===== src/rtl/spe_pkg.sv =====
package spe_pkg;

    localparam int FW = 24;
    localparam int IN_DATA_W = 152;
    localparam int ROWS_W = 9;
    localparam logic [ROWS_W-1:0] ROWS_RESET = 9'd2;

    localparam logic [1:0] OP_LOAD = 2'd0;
    localparam logic [1:0] OP_LOSS = 2'd1;
    localparam logic [1:0] OP_FINAL = 2'd2;
    localparam logic [1:0] OP_INITIAL = 2'd3;

    localparam logic [1:0] ST_OK = 2'd0;
    localparam logic [1:0] ST_OUT_OF_RANGE = 2'd1;
    localparam logic [1:0] ST_TOO_MANY = 2'd2;

    typedef enum logic [4:0] {
        S_IDLE, S_CHK, S_DIVS, S_CHKS, S_DSEG, S_DIVG, S_NEXT_STEP, S_SETREM,
        S_SINIT, S_SPROBE, S_SCMP, S_IREAD, S_MULE, S_DIVE, S_WDE,
        S_MULN, S_DIVN, S_WDN, S_SUM, S_MULL, S_LOSS_DONE,
        S_FIN_OK, S_FIN_OOR, S_FIN_TMS
    } state_t;

    typedef enum logic [1:0] {
        PH_QUERY, PH_LOOP, PH_REM
    } phase_t;

    typedef enum logic [4:0] {
        CMD_NONE, CMD_LOAD_ROW, CMD_LATCH, CMD_DIV_STEPS, CMD_SET_STEPS,
        CMD_DIV_SEG, CMD_SET_SEG, CMD_MUL_REM, CMD_SET_REM,
        CMD_SINIT, CMD_SWRAP, CMD_SREAD, CMD_SNEXT, CMD_SHIT, CMD_IREAD,
        CMD_MUL_E, CMD_DIV_INT, CMD_SET_SE, CMD_MUL_N, CMD_SET_SN,
        CMD_SUM10, CMD_MUL_LOSS, CMD_APPLY,
        CMD_OUT_OK, CMD_OUT_OOR, CMD_OUT_TMS
    } cmd_t;

    typedef struct packed {
        logic probe_ok;
        logic phase2;
        logic hit;
        logic div_busy;
        logic q_zero;
        logic q_too_big;
        logic step_zero;
        logic loop_more;
    } dp_status_t;

endpackage


===== src/rtl/spe_ctrl.sv =====
module spe_ctrl
    import spe_pkg::*;
(
    input  logic       clk,
    input  logic       rst_n,
    input  logic       in_valid,
    input  logic [1:0] in_op,
    output logic       in_ready,
    output logic       out_valid,
    input  logic       out_ready,
    input  dp_status_t st,
    output cmd_t       cmd
);

    state_t state_reg, state_next;
    phase_t phase_reg, phase_next;
    logic out_valid_reg, out_valid_next;
    logic fire, out_free, fin_fire;

    assign in_ready = (state_reg == S_IDLE);
    assign fire = in_valid && in_ready;
    assign out_free = !out_valid_reg || out_ready;
    assign out_valid = out_valid_reg;
    assign fin_fire = out_free && (state_reg == S_FIN_OK || state_reg == S_FIN_OOR
                                   || state_reg == S_FIN_TMS);
    assign out_valid_next = fin_fire ? 1'b1 : (out_ready ? 1'b0 : out_valid_reg);

    always_ff @(posedge clk or negedge rst_n)
    begin
        if (!rst_n)
        begin
            state_reg <= S_IDLE;
            phase_reg <= PH_QUERY;
            out_valid_reg <= 1'b0;
        end
        else
        begin
            state_reg <= state_next;
            phase_reg <= phase_next;
            out_valid_reg <= out_valid_next;
        end
    end

    always_comb
    begin
        state_next = state_reg;
        phase_next = phase_reg;
        unique case (state_reg)
            S_IDLE:
            begin
                if (fire && in_op != OP_LOAD)
                begin
                    if (in_op == OP_LOSS)
                    begin
                        state_next = S_SINIT;
                        phase_next = PH_QUERY;
                    end
                    else
                    begin
                        state_next = S_CHK;
                        phase_next = PH_LOOP;
                    end
                end
            end
            S_CHK:       state_next = st.step_zero ? S_FIN_TMS : S_DIVS;
            S_DIVS:      if (!st.div_busy) state_next = S_CHKS;
            S_CHKS:
            begin
                if (st.q_too_big)
                    state_next = S_FIN_TMS;
                else if (st.q_zero)
                    state_next = S_NEXT_STEP;
                else
                    state_next = S_DSEG;
            end
            S_DSEG:      state_next = S_DIVG;
            S_DIVG:      if (!st.div_busy) state_next = S_NEXT_STEP;
            S_NEXT_STEP: state_next = st.loop_more ? S_SINIT : S_SETREM;
            S_SETREM:
            begin
                state_next = S_SINIT;
                phase_next = PH_REM;
            end
            S_SINIT:     state_next = S_SPROBE;
            S_SPROBE:
            begin
                if (st.probe_ok)
                    state_next = S_SCMP;
                else if (st.phase2)
                    state_next = S_FIN_OOR;
            end
            S_SCMP:      state_next = st.hit ? S_IREAD : S_SPROBE;
            S_IREAD:     state_next = S_MULE;
            S_MULE:      state_next = S_DIVE;
            S_DIVE:      state_next = S_WDE;
            S_WDE:       if (!st.div_busy) state_next = S_MULN;
            S_MULN:      state_next = S_DIVN;
            S_DIVN:      state_next = S_WDN;
            S_WDN:       if (!st.div_busy) state_next = S_SUM;
            S_SUM:       state_next = S_MULL;
            S_MULL:      state_next = S_LOSS_DONE;
            S_LOSS_DONE:
            begin
                unique case (phase_reg)
                    PH_LOOP:  state_next = S_NEXT_STEP;
                    default:  state_next = S_FIN_OK;
                endcase
            end
            S_FIN_OK, S_FIN_OOR, S_FIN_TMS:
                if (out_free) state_next = S_IDLE;
            default:     state_next = S_IDLE;
        endcase
    end

    always_comb
    begin
        cmd = CMD_NONE;
        unique case (state_reg)
            S_IDLE:      if (fire) cmd = (in_op == OP_LOAD) ? CMD_LOAD_ROW : CMD_LATCH;
            S_CHK:       if (!st.step_zero) cmd = CMD_DIV_STEPS;
            S_CHKS:      if (!st.q_too_big) cmd = CMD_SET_STEPS;
            S_DSEG:      cmd = CMD_DIV_SEG;
            S_DIVG:      if (!st.div_busy) cmd = CMD_SET_SEG;
            S_NEXT_STEP: if (!st.loop_more) cmd = CMD_MUL_REM;
            S_SETREM:    cmd = CMD_SET_REM;
            S_SINIT:     cmd = CMD_SINIT;
            S_SPROBE:
            begin
                if (st.probe_ok)
                    cmd = CMD_SREAD;
                else if (!st.phase2)
                    cmd = CMD_SWRAP;
            end
            S_SCMP:      cmd = st.hit ? CMD_SHIT : CMD_SNEXT;
            S_IREAD:     cmd = CMD_IREAD;
            S_MULE:      cmd = CMD_MUL_E;
            S_DIVE:      cmd = CMD_DIV_INT;
            S_WDE:       if (!st.div_busy) cmd = CMD_SET_SE;
            S_MULN:      cmd = CMD_MUL_N;
            S_DIVN:      cmd = CMD_DIV_INT;
            S_WDN:       if (!st.div_busy) cmd = CMD_SET_SN;
            S_SUM:       cmd = CMD_SUM10;
            S_MULL:      cmd = CMD_MUL_LOSS;
            S_LOSS_DONE: if (phase_reg != PH_QUERY) cmd = CMD_APPLY;
            S_FIN_OK:    if (out_free) cmd = CMD_OUT_OK;
            S_FIN_OOR:   if (out_free) cmd = CMD_OUT_OOR;
            S_FIN_TMS:   if (out_free) cmd = CMD_OUT_TMS;
            default:     cmd = CMD_NONE;
        endcase
    end

`ifndef NO_ASSERTIONS
    a_out_from_fin: assert property (@(posedge clk) disable iff (!rst_n)
        $rose(out_valid_reg) |-> ($past(state_reg) == S_FIN_OK
            || $past(state_reg) == S_FIN_OOR || $past(state_reg) == S_FIN_TMS))
        else $error("result appeared outside a finish state");
    a_query_starts: assert property (@(posedge clk) disable iff (!rst_n)
        (fire && in_op != OP_LOAD) |=> state_reg != S_IDLE)
        else $error("accepted query did not start");
    a_no_result_on_load: assert property (@(posedge clk) disable iff (!rst_n)
        (fire && in_op == OP_LOAD) |=> state_reg == S_IDLE)
        else $error("load beat left idle");
`endif

endmodule


===== config.mk =====
export PLATFORM = sky130hd
export DESIGN_NAME = spe_ctrl
export DESIGN_NICKNAME = d
export VERILOG_FILES = /design/src/rtl/spe_pkg.sv /design/src/rtl/spe_ctrl.sv
export SDC_FILE = /design/constraint.sdc
export NUM_CORES = 1
export LEC_CHECK = 0
export CORE_UTILIZATION = 40
export DETAILED_ROUTE_END_ITERATION = 6
export DONT_BUFFER_PORTS = 1
export PLACE_DENSITY = 0.5
export SLEW_MARGIN = 10
export SYNTH_ARGS = -nofsm -noshare
export SYNTH_HDL_FRONTEND = slang
export SYNTH_SLANG_ARGS = --single-unit

===== constraint.sdc =====
create_clock -name clk -period 2.1 [get_ports clk]
set_input_delay 0 -clock clk [delete_from_list [all_inputs] [get_ports clk]]
set_output_delay 0 -clock clk [all_outputs]
set_load 0.02 [all_outputs]

==> results of run 1 <==
## per-stage QoR
step	utilization (%)	total power [W]	cell area, sq um	setup WS [ns]	hold WS [ns]
2_1_floorplan	-	0.001444	1061	0.4554	-0.2956
4_1_cts	47.95	0.001975	1199	0.1033	0.02459
5_1_grt	48.00	0.002154	1200	0.01277	0.05659
6_report	48.00	0.002002	1200	0.09728	0.02791
3_3_place_gp	45.85	0.001878	1146	0.1474	-0.2955
3_5_place_dp	45.85	0.001846	1146	0.1654	-0.2954
## logic make-up (layout without fill, tap and decap cells)
logic type             count (synthesis)  count (layout)  synth area share, %
and+or+nand+nor                       64              64                31.25
AOI/OAI and AO/OA                     59              59                37.50
buffers and inverters                 20              29                8.962
DFF                                    8               8                18.87
muxes                                  3               3                3.419
## path summary, 6_finish.rpt
check	end	slack [ns]	cells after the start
min in group asynchronous	out_valid	0.09	1
max in group asynchronous	state_reg[4]	1.73	1
setup reg to reg	state_reg[1]	0.11	5
hold / removal	phase_reg[0]	0.03	3
setup / recovery	cmd[1]	0.1	5
hold reg to reg	phase_reg[1]	0.50	1
## what timing repair did
| action | in CTS | in global routing |
|---|---|---|
| endpoints found under the hold margin | 9 | 0 |
| gates resized for setup | 0 | 1 |
| setup endpoints to repair | 0 | 1 |
| hold buffers | 3 | 0 |
## layout make-up
class	instances	area, sq um
clock buffer	3	22.52
fill	247	1300
inverter	8	30.03
multi-input combinational	126	765.7
sequential	8	201.4
tap	30	37.54
timing repair buffer	18	142.6
## routing by layer
| metal | vias to the layer above | share of wire [%] | track usage (%) |
|---|---|---|---|
| met4 | 0 | 3.1 | 10.53 |
| met3 | 10 | 8.8 | 6.322 |
| met2 | 84 | 46 | 40.83 |
| li1 | 595 | - | - |
| met1 | 583 | 42 | 35.91 |
| met5 | - | 0 | 0 |
## power groups by stage
stage / combinational (W) / clock (W) / sequential (W)
after global routing: 0.00162 / 0.000132 / 0.000398
after detailed placement: 0.00146 / 0 / 0.000382
after floorplan: 0.00116 / 0 / 0.000286
after CTS: 0.00148 / 0.000116 / 0.000379
final: 0.00150 / 0.000110 / 0.000388
after global placement: 0.00149 / 0 / 0.000387
## synthesized netlist by cell type (4+ instances only)
cell / n / area share, %
o21ai_0: 16 / 7.5
nor2_1: 15 / 5.3
a21oi_1: 12 / 5.7
nand2_1: 11 / 3.9
buf_2: 10 / 4.7
dfrtp_1: 8 / 19
nand3_1: 8 / 3.8
inv_1: 7 / 2.5
nor2b_1: 7 / 4.1
nand2b_1: 6 / 3.5
a221oi_1: 4 / 3.3
nand4_1: 4 / 2.4
nor3_1: 4 / 1.9
## worst max-delay path, stage by stage, from the launching register on
cell,delay [ns]
dfrtp_1,0.56
buf_4,0.22
nor3_1,0.07
and2_1,0.20
a311oi_1,0.37
nand4_1,0.33
==> flow_results.xml, run 1 <==
<?xml version="1.0" encoding="UTF-8"?>
<metrics>
  <group name="timing">
    <metric name="final_min_period_over_clock_period" unit="%">95.37</metric>
    <metric name="slew_viol_final" unit="">0</metric>
    <metric name="fmax" unit="GHz">0.4993</metric>
    <metric name="shortest_clock_period_the_worst_path_allows_after_layout" unit="ns">2.003</metric>
    <metric name="maxSlewHeadroom" unit="%">62.09</metric>
    <metric name="worst_slew_pin_slew" unit="ns">0.5543</metric>
    <metric name="hold_viol_final" unit="">0</metric>
    <metric name="finalClockSkew" unit="ns">0.004917</metric>
    <metric name="setup_viol_count_final" unit="">0</metric>
    <metric name="fin_tns_setup" unit="ns">0</metric>
    <metric name="grt_setup_unrepaired" unit="">false</metric>
  </group>
  <group name="run_status">
    <metric name="status" unit="">complete, no violations</metric>
  </group>
  <group name="global_routing">
    <metric name="grt_pass1_wl" unit="um">5402</metric>
    <metric name="grt_remaining_overflow" unit="">0</metric>
    <metric name="largest_net_degree_at_the_start_of_global_routing" unit="">17</metric>
    <metric name="grt.total_usage" unit="%">26.75</metric>
    <metric name="grt_pass1_vias" unit="">1151</metric>
    <metric name="grt_antenna_before_repair" unit="">0</metric>
  </group>
  <group name="yosys">
    <metric name="yosysWarningCount" unit="">0</metric>
    <metric name="synthDistinctLibCells" unit="">44</metric>
    <metric name="synth-edff-count" unit="">0</metric>
    <metric name="synth_area" unit="sq um">1061</metric>
    <metric name="mappedNetlistNets" unit="">168</metric>
    <metric name="ys_dominant_reg_cell" unit="">dfrtp_1</metric>
    <metric name="syn-mean-instance-area" unit="sq um">6.890</metric>
    <metric name="synth.ff_latch_count" unit="">8</metric>
    <metric name="async_flop_share" unit="%">100.0</metric>
    <metric name="synth.yosys.seq_area_share" unit="%">18.87</metric>
    <metric name="post_synth_inst_count" unit="">154</metric>
  </group>
  <group name="place">
    <metric name="place_hpwl" unit="um">2655</metric>
    <metric name="dp.cells" unit="">187</metric>
    <metric name="place_congestion" unit="">0.9560</metric>
    <metric name="io_buffer_count" unit="">0</metric>
  </group>
  <group name="floorplanning">
    <metric name="ios" unit="">21</metric>
    <metric name="die_w" unit="um">53.50</metric>
    <metric name="num_rows" unit="">18</metric>
    <metric name="chipHeight" unit="um">53.50</metric>
    <metric name="dieArea" unit="sq um">2862</metric>
    <metric name="initial_utilization" unit="%">42.44</metric>
    <metric name="coreArea" unit="sq um">2500</metric>
  </group>
  <group name="clock_tree">
    <metric name="skew_pair_late_insertion_delay" unit="ns">0.25</metric>
    <metric name="cts_buffers" unit="">3</metric>
    <metric name="cts.path.max_buffers" unit="">2</metric>
    <metric name="clock_sinks" unit="">8</metric>
    <metric name="cts_tree" unit="">built</metric>
    <metric name="cts.htree.levels" unit="">1</metric>
    <metric name="clock_tree_root_driver_cell" unit="">clkbuf_4</metric>
    <metric name="clk_pin_slew" unit="ns">0.05</metric>
    <metric name="cts_post_setup_buffers_inserted" unit="">0</metric>
  </group>
  <group name="cells_and_area">
    <metric name="area_growth" unit="%">13.09</metric>
    <metric name="most_frequent_standard_cell_in_the_layout_excluding_fill_and_tap_cells" unit="">o21ai_0</metric>
    <metric name="final_cells" unit="">193</metric>
    <metric name="antennaDiodeCount" unit="">0</metric>
    <metric name="commonest_cells_after_routing_fill_and_taps_aside" unit="">16 x o21ai_0, 15 x nor2_1, 15 x buf_4</metric>
    <metric name="fin_nets" unit="">179</metric>
    <metric name="largest_register_ffs" unit="">5</metric>
    <metric name="post_route_cells_drive_above_1_share" unit="%">15.95</metric>
  </group>
  <group name="drt">
    <metric name="postRouteWirelength" unit="um">3423</metric>
    <metric name="num_vias" unit="">1272</metric>
    <metric name="drt-vias-per-instance" unit="">6.591</metric>
    <metric name="first_iter_violations" unit="">92</metric>
    <metric name="drc" unit="">0</metric>
    <metric name="number_of_detailed_route_iterations_in_the_first_pass" unit="">4</metric>
    <metric name="detailed_route_wire_length_per_cell" unit="um">17.74</metric>
    <metric name="antenna_left" unit="">0</metric>
  </group>
  <group name="power">
    <metric name="combinationalPowerShare" unit="%">75.1</metric>
    <metric name="switching_power_as_a_share_of_total_power" unit="%">54.13</metric>
    <metric name="power_per_cell_area" unit="nW/um^2">1668</metric>
    <metric name="intPower" unit="W">0.0009182</metric>
    <metric name="seq_power_share" unit="%">19.4</metric>
    <metric name="power.leakage" unit="nW">0.4805</metric>
    <metric name="switching_power" unit="W">0.001083</metric>
    <metric name="vdd_ir_drop_max" unit="mV">0.9015</metric>
    <metric name="clock_power_share" unit="%">5.5</metric>
  </group>
  <group name="hold_path">
    <metric name="hp-start" unit="">in_op[0]</metric>
    <metric name="hold_path.class" unit="">input pin to register</metric>
  </group>
  <group name="setup_path">
    <metric name="crit_start" unit="">state_reg[0]</metric>
    <metric name="r2r-start" unit="">state_reg[1]</metric>
    <metric name="crit_path_max_fanout" unit="">11</metric>
    <metric name="critical_path.endpoint_type" unit="">output pin</metric>
    <metric name="path_class" unit="">register to output pin</metric>
    <metric name="startpoint_type_of_the_worst_setup_path" unit="">register</metric>
    <metric name="cp_data_required_time" unit="ns">2.10</metric>
    <metric name="critPathArrivalTime" unit="ns">2.00</metric>
  </group>
  <group name="run">
    <metric name="total_of_max_cap_violations" unit="">0</metric>
  </group>
</metrics>
No activity file was read; power rests on OpenSTA's default activity.
==> run 2: changes to the inputs <==
--- a/config.mk
+++ b/config.mk
@@ -5,10 +5,10 @@
 export SDC_FILE = /design/constraint.sdc
 export NUM_CORES = 1
 export LEC_CHECK = 0
-export CORE_UTILIZATION = 40
+export CORE_UTILIZATION = 45
 export DETAILED_ROUTE_END_ITERATION = 6
 export DONT_BUFFER_PORTS = 1
-export PLACE_DENSITY = 0.5
+export PLACE_DENSITY = 0.56
 export SLEW_MARGIN = 10
 export SYNTH_ARGS = -nofsm -noshare
 export SYNTH_HDL_FRONTEND = slang
==> run 2 against run 1 <==
Effect of this change:
- combinational power is essentially flat
- die area shrank 11%
- flip-flop and latch count is the same
- via count rose by 0.31%
- sequential power shrank 6.4%
- cell count shrank 1.6%
==> flow_results.xml, run 2 (synthesis results as in run 1) <==
<?xml version="1.0" encoding="UTF-8"?>
<metrics>
  <group name="floorplanning">
    <metric name="ios" unit="">21</metric>
    <metric name="initial_utilization" unit="%">47.96</metric>
    <metric name="num_rows" unit="">17</metric>
    <metric name="die_w" unit="um">50.56</metric>
    <metric name="dieArea" unit="sq um">2556</metric>
    <metric name="coreArea" unit="sq um">2212</metric>
    <metric name="chipHeight" unit="um">50.56</metric>
  </group>
  <group name="timing">
    <metric name="grt_setup_unrepaired" unit="">false</metric>
    <metric name="maxSlewHeadroom" unit="%">63.34</metric>
    <metric name="final_min_period_over_clock_period" unit="%">93.72</metric>
    <metric name="worst_slew_pin_slew" unit="ns">0.5360</metric>
    <metric name="finalClockSkew" unit="ns">0.009878</metric>
    <metric name="shortest_clock_period_the_worst_path_allows_after_layout" unit="ns">1.968</metric>
    <metric name="fin_tns_setup" unit="ns">0</metric>
    <metric name="hold_viol_final" unit="">0</metric>
    <metric name="slew_viol_final" unit="">0</metric>
    <metric name="fmax" unit="GHz">0.5081</metric>
    <metric name="setup_viol_count_final" unit="">0</metric>
  </group>
  <group name="clock_tree">
    <metric name="cts.path.max_buffers" unit="">2</metric>
    <metric name="clock_tree_root_driver_cell" unit="">clkbuf_4</metric>
    <metric name="clock_sinks" unit="">8</metric>
    <metric name="skew_pair_late_insertion_delay" unit="ns">0.25</metric>
    <metric name="cts.htree.levels" unit="">1</metric>
    <metric name="cts_post_setup_buffers_inserted" unit="">0</metric>
    <metric name="cts_buffers" unit="">3</metric>
    <metric name="cts_tree" unit="">built</metric>
    <metric name="clk_pin_slew" unit="ns">0.06</metric>
  </group>
  <group name="cells_and_area">
    <metric name="commonest_cells_after_routing_fill_and_taps_aside" unit="">16 x o21ai_0, 15 x nor2_1, 14 x buf_4</metric>
    <metric name="antennaDiodeCount" unit="">0</metric>
    <metric name="most_frequent_standard_cell_in_the_layout_excluding_fill_and_tap_cells" unit="">o21ai_0</metric>
    <metric name="nFillCells" unit="">228</metric>
    <metric name="largest_register_ffs" unit="">5</metric>
    <metric name="final_core_util" unit="%">54.13</metric>
    <metric name="post_route_cells_drive_above_1_share" unit="%">16.67</metric>
    <metric name="area_growth" unit="%">12.85</metric>
    <metric name="fin_nets" unit="">178</metric>
  </group>
  <group name="global_routing">
    <metric name="grt_pass1_vias" unit="">1147</metric>
    <metric name="largest_net_degree_at_the_start_of_global_routing" unit="">17</metric>
    <metric name="grt_remaining_overflow" unit="">0</metric>
    <metric name="grt_antenna_before_repair" unit="">0</metric>
    <metric name="grt_pass1_wl" unit="um">5699</metric>
    <metric name="grt.total_usage" unit="%">30.12</metric>
  </group>
  <group name="setup_path">
    <metric name="path_class" unit="">register to output pin</metric>
    <metric name="crit_start" unit="">state_reg[1]</metric>
    <metric name="reg_to_reg_slack_setup" unit="ns">0.19</metric>
    <metric name="critical_path.reg2reg.endpoint" unit="">phase_reg[0]</metric>
    <metric name="r2r-start" unit="">state_reg[3]</metric>
    <metric name="ff2ff_path_depth" unit="">5</metric>
    <metric name="cp_data_required_time" unit="ns">2.10</metric>
    <metric name="critPathArrivalTime" unit="ns">1.97</metric>
    <metric name="critical_path.endpoint_type" unit="">output pin</metric>
    <metric name="startpoint_type_of_the_worst_setup_path" unit="">register</metric>
    <metric name="crit_path_max_fanout" unit="">14</metric>
  </group>
  <group name="drt">
    <metric name="num_vias" unit="">1276</metric>
    <metric name="postRouteWirelength" unit="um">3455</metric>
    <metric name="detailed_route_wire_length_per_cell" unit="um">18.18</metric>
    <metric name="antenna_left" unit="">0</metric>
    <metric name="number_of_detailed_route_iterations_in_the_first_pass" unit="">5</metric>
    <metric name="first_iter_violations" unit="">83</metric>
    <metric name="drc" unit="">0</metric>
    <metric name="drt-vias-per-instance" unit="">6.716</metric>
  </group>
  <group name="hold_path">
    <metric name="hold_path.class" unit="">input pin to register</metric>
    <metric name="hold-path-endpoint" unit="">phase_reg[0]</metric>
    <metric name="worstHoldPathCells" unit="">3</metric>
    <metric name="hp-start" unit="">in_op[0]</metric>
  </group>
  <group name="power">
    <metric name="power.leakage" unit="nW">0.4760</metric>
    <metric name="vdd_ir_drop_max" unit="mV">1.055</metric>
    <metric name="power_per_cell_area" unit="nW/um^2">1679</metric>
    <metric name="post-layout-total-power" unit="W">0.002010</metric>
  </group>
  <group name="place">
    <metric name="place_congestion" unit="">0.9280</metric>
    <metric name="place_hpwl" unit="um">2737</metric>
    <metric name="io_buffer_count" unit="">0</metric>
  </group>
  <group name="run">
    <metric name="total_of_max_cap_violations" unit="">0</metric>
  </group>
  <group name="run_status">
    <metric name="status" unit="">complete, no violations</metric>
  </group>
</metrics>
## run 2: layout make-up
type	instances	area [sq um]	share of cell area (%)
timing repair buffer	17	135.1	11.29
multi-input combinational	126	772.0	64.47
tap	28	35.03	2.926
sequential	8	202.7	16.93
inverter	8	30.03	2.508
clock buffer	3	22.52	1.881
## run 2: worst max-delay path, cell delays in order, from the launching register on
cell and delay, ns:
dfrtp_2 0.47, buf_4 0.21, nand2b_1 0.13, nor3_1 0.07, and2_1 0.19, a311oi_2 0.32, nand4_1 0.31
## run 2: how the worst max path moves through the flow
| stage | endpoint | slack, ns | depth (start not counted) |
|---|---|---|---|
| 6_report | cmd[1] | 0.13 | 6 |
| 5_1_grt | cmd[1] | 0.02 | 6 |
| 4_1_cts | cmd[1] | 0.008 | 6 |
| 3_5_place_dp | state_reg[0] | 0.20 | 5 |
| 3_3_place_gp | state_reg[0] | 0.09 | 5 |
| 2_1_floorplan | state_reg[1] | 0.46 | 5 |
## run 2: power by group
group	total [W]	internal, W	switching [W]
registers	0.000363	0.000229	0.000134
clock network	0.000115	0.0000652	0.0000495
logic	0.00153	0.000623	0.000910
## run 2: through the flow
step	area, sq um	hold WS [ns]	setup slack [ns]	cells
after floorplan	1061	-0.2956	0.4554	154
after detailed placement	1136	-0.2954	0.1984	184
after global placement	1136	-0.2954	0.08761	184
final	1197	0.05407	0.1319	190
after global routing	1197	0.06355	0.02318	190
after CTS	1190	0.05223	0.007642	190
## run 2: metal layers
metal / track usage, % / wire length (um) / up-vias
met3: 3.030 / 304 / 13
met1: 41.19 / 1451 / 579
met2: 48.00 / 1600 / 88
li1: - / - / 596
met5: 0 / 0 / -
met4: 12.50 / 99 / 0
## run 2: timing repair
item / 4_1_cts / 5_1_grt
hold buffers: 3 / 0
endpoints found under the hold margin: 9 / 0
pin swaps: 0 / 1
gates cloned: 0 / 0
endpoints found under the setup margin: 1 / 2
resized for setup: 1 / 2
